### src/sv/tmp_mul.sv
// iterative unsigned shift-and-add multiplier, one multiplier bit per cycle
// WIDTH x WIDTH operands, 2*WIDTH product, done pulses when the last multiplier bit has been added
// no dependencies
module tmp_mul #(
	parameter int WIDTH = 32
) (
	input  logic                 clk,
	input  logic                 arst_n,
	input  logic                 go,
	input  logic [WIDTH-1:0]     op_a,
	input  logic [WIDTH-1:0]     op_b,
	output logic                 done,
	output logic [2*WIDTH-1:0]   product
);

	localparam int CW = $clog2(WIDTH);

	logic [WIDTH-1:0] a_q;
	logic [WIDTH:0]   hi_q;
	logic [WIDTH-1:0] lo_q;
	logic [CW-1:0]    cnt_q;
	logic             busy_q;
	logic             done_q;
	logic [WIDTH:0]   sum;

	// partial sum of this step
	assign sum = hi_q + ((lo_q[0]) ? {1'b0, a_q} : '0);

	// sequencing of the iteration
	always_ff @(posedge clk or negedge arst_n) begin
		if (!arst_n) begin
			busy_q <= 1'b0;
			done_q <= 1'b0;
			cnt_q  <= '0;
		end else begin
			done_q <= 1'b0;
			if (go && !busy_q) begin
				busy_q <= 1'b1;
				cnt_q  <= CW'(WIDTH - 1);
			end else if (busy_q) begin
				cnt_q <= cnt_q - 1'b1;
				if (cnt_q == '0) begin
					busy_q <= 1'b0;
					done_q <= 1'b1;
				end
			end
		end
	end

	// operand and product registers
	always_ff @(posedge clk) begin
		if (go && !busy_q) begin
			a_q  <= op_a;
			hi_q <= '0;
			lo_q <= op_b;
		end else if (busy_q) begin
			hi_q <= {1'b0, sum[WIDTH:1]};
			lo_q <= {sum[0], lo_q[WIDTH-1:1]};
		end
	end

	assign done    = done_q;
	assign product = {hi_q[WIDTH-1:0], lo_q};

endmodule

### config.mk
export PLATFORM = sky130hd
export DESIGN_NAME = tmp_mul
export DESIGN_NICKNAME = d
export VERILOG_FILES = /design/src/sv/tmp_mul.sv
export SDC_FILE = /design/constraint.sdc
export NUM_CORES = 1
export LEC_CHECK = 0
export ABC_AREA = 0
export BUFFER_PORTS_ARGS = -buffer_cell sky130_fd_sc_hd__buf_2
export CORE_AREA = 5 5 126 128
export DETAILED_ROUTE_END_ITERATION = 10
export DIE_AREA = 0 0 131 133
export PLACE_DENSITY = 0.57
export SLEW_MARGIN = 15
export SYNTH_ARGS = -nofsm -noshare
export SYNTH_HDL_FRONTEND = slang
export SYNTH_SLANG_ARGS = --single-unit
export TNS_END_PERCENT = 30
### constraint.sdc
create_clock -name clk -period 3.6 [get_ports clk]
set_input_delay 0.18 -clock clk [delete_from_list [all_inputs] [get_ports clk]]
set_output_delay 0.18 -clock clk [all_outputs]
set_load 0.03 [all_outputs]
=== Word level (Yosys, flattened, before mapping) ===
Cells that the tools add are included.

* Output and inout bits: 65
* Flip-flop bits (word level): 103
* Bits of input ports: 67

* $add $sub $neg: 2
* Reduce and logical (&&, ||, !) cells: 4
* Muxes and demuxes: 11

{| class="wikitable"
|+ Operators by type and width
! cell !! count
|-
| two-way mux 32 bit || 3
|-
| adder 32 x 32 -> 33 bit || 1
|-
| two-way mux 5 bit || 2
|-
| two-way mux 1 bit || 6
|-
| logical NOT 5 bit || 1
|-
| subtractor 5 x 1 -> 5 bit (second input constant) || 1
|-
| nonzero test 2 bit || 1
|-
| logical AND 1 bit || 1
|-
| logical NOT 1 bit || 1
|}

=== Longest topological paths before layout ===
Gate-level depths: netlist (run 1).

* Word-level depth: 4
* Gate-level depth with buffers: 11
* Depth with buffers taken out: 10

=== Least setup slack after synthesis (run 1) ===
No wires, ideal clock.

* Path kind: flip-flop to flip-flop
* Start: register lo_q[0]
* End: register hi_q[28]
* Setup slack: 743 ps
* Stages on the path, launching flop included: 11
* Clock period less this slack: 2857 ps
* Arrival time: 2739 ps
* Buffers on the path: 1
* Data required time: 3483 ps
* Cells stage by stage: edfxtp_1 -> clkbuf_1 -> and2_1 -> ha_1 -> a21o_1 -> a21oi_4 -> o31a_4 -> o311ai_4 -> and3b_1 -> or4_1 -> a32o_1

* Longest elaborated chain between the ends: 2

{| class="wikitable"
|+ RTL lines
! item !! RTL line !! RTL
|-
| from (decl) || 20 || <nowiki>logic [WIDTH-1:0] lo_q;</nowiki>
|-
| from (signal assigned) || 55 || <nowiki>lo_q <= op_b;</nowiki>
|-
| from (signal assigned) || 58 || <nowiki>lo_q <= {sum[0], lo_q[WIDTH-1:1]};</nowiki>
|-
| two-way mux 32 bit || 27 || <nowiki>assign sum = hi_q + ((lo_q[0]) ? {1'b0, a_q} : '0);</nowiki>
|-
| adder 32 x 32 -> 33 bit || 27 ||
|-
| to (signal assigned) || 57 || <nowiki>hi_q <= {1'b0, sum[WIDTH:1]};</nowiki>
|-
| to (decl) || 19 || <nowiki>logic [WIDTH:0] hi_q;</nowiki>
|}

Every way passes these cells.
A chain may end at the register's enable or synchronous reset.

=== Worst setup path after layout (run 1) ===
* Start: register lo_q[0]
* End: register hi_q[27]

Same word-level chain as after synthesis.

==> results_dict.tcl, run 1 <==
set metrics [dict create \
    swShare 0.468 \
    routed_wl_um 14300 \
    fin_crit_sh 0.914 \
    clock_latency_ns 0.37 \
    worstReg2RegStart "lo_q[0]" \
    worstMarginPinSlew_ns 0.619 \
    cp.required_ns 3.91 \
    grt.overflow.total 0 \
    synthTopCellsByArea "edfxtp_1, dfxtp_1, ha_1" \
    path_cells "and2_1, ha_1, fa_1, a21oi_1, o211ai_1, and3_1, o31ai_1, a32oi_1, a311o_1, nand3_1" \
    post-synth-top-area-fraction 0.336 \
    initial_utilization 0.388 \
    drive_gt1_frac 0.285 \
    vdd_ir_drop_max_v 0.000449 \
    startpoint "lo_q[0]" \
    min_period_ns 3.29 \
    yosysTopAreaCell "edfxtp_1" \
    coreArea_sq_um 14800 \
    cts_hold_buf 33 \
    antenna_found_initial 0 \
    report.final.slew_viol_count 0 \
    clock_skew_ns 0.0138 \
    num_rows 45 \
    clk_pin_slew_worst_paths_ns 0.09 \
    die-height_um 133 \
    drt_iter0_drc 196 \
    max_cap_violations 0 \
    cts_tree "built" \
    path_max_fanout 20 \
    final_hold_viol_count 0 \
    io_pins 132 \
    grt_max_degree 48 \
    setup_tns_ns 0 \
    worstPathArrival_ns 3.60 \
    power.share.sequential 0.283 \
    drc 0 \
    max_stage_delay_ns 0.64 \
    cell_internal_pwr_mw 4.01 \
    antenna_left 0 \
    areaGrowthSynthToFinish_pct 26.0 \
    synth_ff_type "edfxtp_1" \
    clockRootBuffer "clkbuf_16" \
    nets 798 \
    rsz0062_at_grt "false" \
    vias_per_cell 5.22 \
    worstSetupPathType "register to register" \
    grt_pass1_vias 4749 \
    via_count 4638 \
    power_density_nw_per_um2 1050 \
    end_kind "register" \
    grt_pass1_wl_um 23400 \
    synthArstFlopShare 0.0680 \
    portBuffers 131 \
    relSlewSlack 0.587 \
    min-delay-path-class "primary input to register" \
    grt_usage 0.169 \
    crit_slowest_cell "edfxtp_1" \
    p_sw_mw 3.53 \
    post_cts_buffers 0 \
    synth_cell_types 56 \
    holdCritStartpoint "op_b[19]" \
    status "completed" \
    syn_nets 641 \
    power.share.clock 0.134 \
    synth_warnings 0 \
    power_mw 7.54 \
    dp_hpwl_um 10400 \
    synth_area_per_cell_sq_um 10.6 \
    htreeDepth 3 \
    synthCells 539 \
    setup_viol 0 \
    total_leakage_power_nw 3.11 \
    ys_ff_latch 103 \
    cts.sinks 103 \
    fmax_mhz 304 \
    synth_edf_count 64 \
    combPwrFrac 0.583 \
    syn-cell-area_sq_um 5730 \
    gp_congestion 0.897 \
    start_kind "register" \
    dieArea_sq_um 17400 \
    n_antenna_cell 0 \
    yosysSeqAreaShare 0.478 \
    drt_pre_antenna_iters 4 \
    die_x_um 131 \
    cts_resized 0 \
    clockBufferDepth 2 \
    cts_buffers 9 \
    wire_per_inst_um 16.0 \
]
critical path, delay by kind of cell (launching register included):
| family | cells | cell delay, ns |
|---|---|---|
| flops | 1 | 0.64 |
| compound gates | 5 | 1.43 |
| fa+ha+maj | 2 | 0.64 |
| simple gates | 3 | 0.54 |
flip-flops by register name (all words and copies together), names as in the netlist:
signal / flops
lo_q: 32
cnt_q: 5
hi_q: 32
done: 1
busy_q: 1
a_q: 32
per-stage QoR:
stage | hold slack [ns] | cells | cell area (sq um) | utilization | worst slack, ns
after floorplan | -0.116 | 539 | 5730 | - | 0.743
after global placement | 0.0211 | 840 | 6570 | 0.446 | 0.509
after detailed placement | 0.0242 | 840 | 6570 | 0.446 | 0.332
after CTS | 0.0943 | 889 | 7220 | 0.489 | 0.313
after global routing | 0.0934 | 889 | 7220 | 0.489 | 0.0709
final | 0.107 | 889 | 7220 | 0.489 | 0.308
per-layer routing:
metal / vias to the layer above / wire, um / global-route usage
met5: - / 0 / 0
met4: 0 / 169 / 0.0497
met3: 18 / 811 / 0.0432
met2: 111 / 7010 / 0.280
met1: 2202 / 6260 / 0.216
li1: 2307 / - / -
final timing paths:
| check | to | slack (ns) | depth (start not counted) |
|---|---|---|---|
| setup / recovery | hi_q[27] | 0.31 | 10 |
| hold / removal | lo_q[19] | 0.11 | 2 |
| setup reg to reg | hi_q[27] | 0.31 | 10 |
| hold reg to reg | hi_q[19] | 0.46 | 2 |
| max in group asynchronous | cnt_q[3] | 3.26 | 2 |
| min in group asynchronous | cnt_q[4] | 0.18 | 2 |
power groups by stage:
stage	clock (mW)	sequential, mW	combinational (mW)
5_1_grt	1.09	2.21	4.86
2_1_floorplan	0	2.86	2.61
6_report	1.01	2.13	4.40
3_5_place_dp	0	2.16	4.37
3_3_place_gp	0	2.15	4.33
4_1_cts	1.04	2.14	4.42
kinds of logic after synthesis:
kind of cell	count (synthesis)	synth area share
simple gates	160	0.141
compound gates	144	0.173
flops	103	0.478
buf+inv	40	0.0288
fa+ha+maj	35	0.0778
mux	32	0.0629
xor+xnor	25	0.0382
placed cells by master (no fill, tap or decap), types with 9 or more instances in the layout:
master	count
o21ai_0	20
dlygate4sd3_1	33
a21oi_1	33
nand3_1	10
dfxtp_1	32
xnor2_1	17
edfxtp_1	64
nand2_1	54
a21o_1	19
mux2_2	32
buf_2	131
and2_1	33
inv_1	15
nand4_1	9
o21ai_1	15
ha_1	34
nor2_1	18
clkbuf_16	9
cells in the mapped netlist, types with 9 or more instances:
master    instances
edfxtp_1         64
nand2_1          54
ha_1             34
a21oi_1          33
and2_1           33
dfxtp_1          32
mux2_2           32
o21ai_0          20
a21o_1           19
nor2_1           19
clkbuf_1         17
xnor2_1          17
inv_1            15
o21ai_1          15
nand3_1          10
nand4_1           9
area by class of cell:
type                       instances  area [sq um]
fill                            1411          7540
multi-input combinational        396          2840
sequential                       103          2740
timing repair buffer             171          1040
tap                              188           235
clock buffer                       9           225
clock inverter                     7          87.6
inverter                          15          56.3
Power figures use the tool's default switching activity.
==> run 2, diff against run 1 <==
Settings changed: CTS_CLUSTER_DIAMETER from default to 50, HOLD_SLACK_MARGIN from default to 0.12, SLEW_MARGIN 15 to 20.
==> results_dict.tcl, run 2 (synthesized netlist as in run 1, its figures left out) <==
set metrics [dict create \
    final_core_util 0.510 \
    antenna_found_initial 0 \
    worstPathArrival_ns 3.60 \
    p_sw_mw 3.55 \
    drc 0 \
    rsz0062_at_grt "false" \
    wire_per_inst_um 15.9 \
    grt.overflow.total 0 \
    setup_viol 0 \
    clock_latency_ns 0.37 \
    worst_hold_path.endpoint "lo_q[0]" \
    r2r_slack_ns 0.31 \
    start_kind "register" \
    power.share.sequential 0.282 \
    relSlewSlack 0.585 \
    cts_resized 0 \
    coreArea_sq_um 14800 \
    path_cells "and2_1, ha_1, fa_1, a21oi_1, o211ai_1, and3_1, o31ai_1, a32oi_1, a311o_1, nand3_1" \
    setup_tns_ns 0 \
    swShare 0.468 \
    grt_pass1_vias 4853 \
    final_common_cell "buf_2" \
    clock_skew_ns 0.0140 \
    cts.sinks 103 \
    reg_top3 "a_q (32), hi_q (32), lo_q (32)" \
    dp_hpwl_um 10400 \
    dp_slack_ns 0.332 \
    io_pins 132 \
    clk_pin_slew_worst_paths_ns 0.08 \
    routed_wl_um 14600 \
    clockRootBuffer "clkbuf_16" \
    cts_buffers 9 \
    cts_tree "built" \
    fin_crit_sh 0.913 \
    cp.required_ns 3.91 \
    dp.cells 840 \
    r2r_end "hi_q[27]" \
    final_hold_viol_count 0 \
    min_period_ns 3.29 \
    gp_congestion 0.897 \
    cts_hold_buf 64 \
    dieArea_sq_um 17400 \
    vdd_ir_drop_max_v 0.000396 \
    die-height_um 133 \
    n_antenna_cell 0 \
    grt_max_degree 48 \
    max_cap_violations 0 \
    crit_slowest_cell "edfxtp_1" \
    min-delay-path-class "primary input to register" \
    worstSetupPathType "register to register" \
    status "completed" \
    clockBufferDepth 2 \
    final_cells 920 \
    drt_pre_antenna_iters 4 \
    total_leakage_power_nw 3.24 \
    antenna_left 0 \
    power_mw 7.58 \
    nFillCells 1362 \
    critPathTopFamily "compound AO/OA/AOI/OAI gates" \
    htreeDepth 3 \
    grt_usage 0.172 \
    power.share.clock 0.133 \
    fin_ws_ns 0.314 \
    final_cell_mix "buf_2, edfxtp_1, dlygate4sd3_1" \
    via_count 4754 \
    initial_utilization 0.388 \
    die_x_um 131 \
    worst_r2r_path_depth 10 \
    crit_buf_inv 0 \
    hold_depth 2 \
    portBuffers 131 \
    nets 829 \
    power_density_nw_per_um2 1010 \
    holdCritStartpoint "op_b[0]" \
    end_kind "register" \
    cell_internal_pwr_mw 4.03 \
    areaGrowthSynthToFinish_pct 31.4 \
    drive_gt1_frac 0.273 \
    grt_pass1_wl_um 23800 \
    combPwrFrac 0.585 \
    max_stage_delay_ns 0.64 \
    fmax_mhz 304 \
    report.final.slew_viol_count 0 \
    num_rows 45 \
    path_max_fanout 20 \
    post_cts_buffers 0 \
    worstReg2RegStart "lo_q[0]" \
    vias_per_cell 5.17 \
    worstMarginPinSlew_ns 0.622 \
    drt_iter0_drc 240 \
]
run 2: changes by cell type in the layout (fill, tap and decap cells not counted), sizes merged:
cell         previous run  this run
dlygate4sd3            33        64
run 2: cell type report:
class	instances	area, sq um	area share
multi-input cells	396	2840	0.377
flip-flops and latches	103	2740	0.364
repair buffers	202	1350	0.179
well taps	188	235	0.0313
clock buffers	9	225	0.0299
clock inverters	7	87.6	0.0116
inverters	15	56.3	0.00748
run 2: how the worst max path moves through the flow:
stage | slack (ns) | from | endpoint | depth (start not counted)
CTS | 0.31 | lo_q[0] | hi_q[27] | 10
global placement | 0.51 | lo_q[0] | hi_q[27] | 10
finish | 0.31 | lo_q[0] | hi_q[27] | 10
floorplan | 0.74 | lo_q[0] | hi_q[28] | 10
global route | 0.07 | lo_q[0] | hi_q[27] | 10
detailed placement | 0.33 | lo_q[0] | hi_q[27] | 10
run 2: power by group through the flow:
stage | combinational, mW | sequential, mW | clock, mW
3_5_place_dp | 4.37 | 2.16 | 0
6_report | 4.43 | 2.14 | 1.01
5_1_grt | 4.89 | 2.20 | 1.09
4_1_cts | 4.45 | 2.14 | 1.04
2_1_floorplan | 2.61 | 2.86 | 0
3_3_place_gp | 4.33 | 2.15 | 0
run 2: per-layer routing:
layer | vias up | track usage | share of wire
met3 | 18 | 0.0460 | 0.058
met4 | 0 | 0.0520 | 0.013
met5 | - | 0 | 0
met1 | 2262 | 0.216 | 0.44
li1 | 2370 | - | -
met2 | 104 | 0.287 | 0.49
run 2: stage by stage:
stage,hold slack [ns],area (sq um)
2_1_floorplan,-0.116,5730
3_3_place_gp,0.0211,6570
3_5_place_dp,0.0242,6570
4_1_cts,0.146,7530
5_1_grt,0.141,7530
6_report,0.149,7530
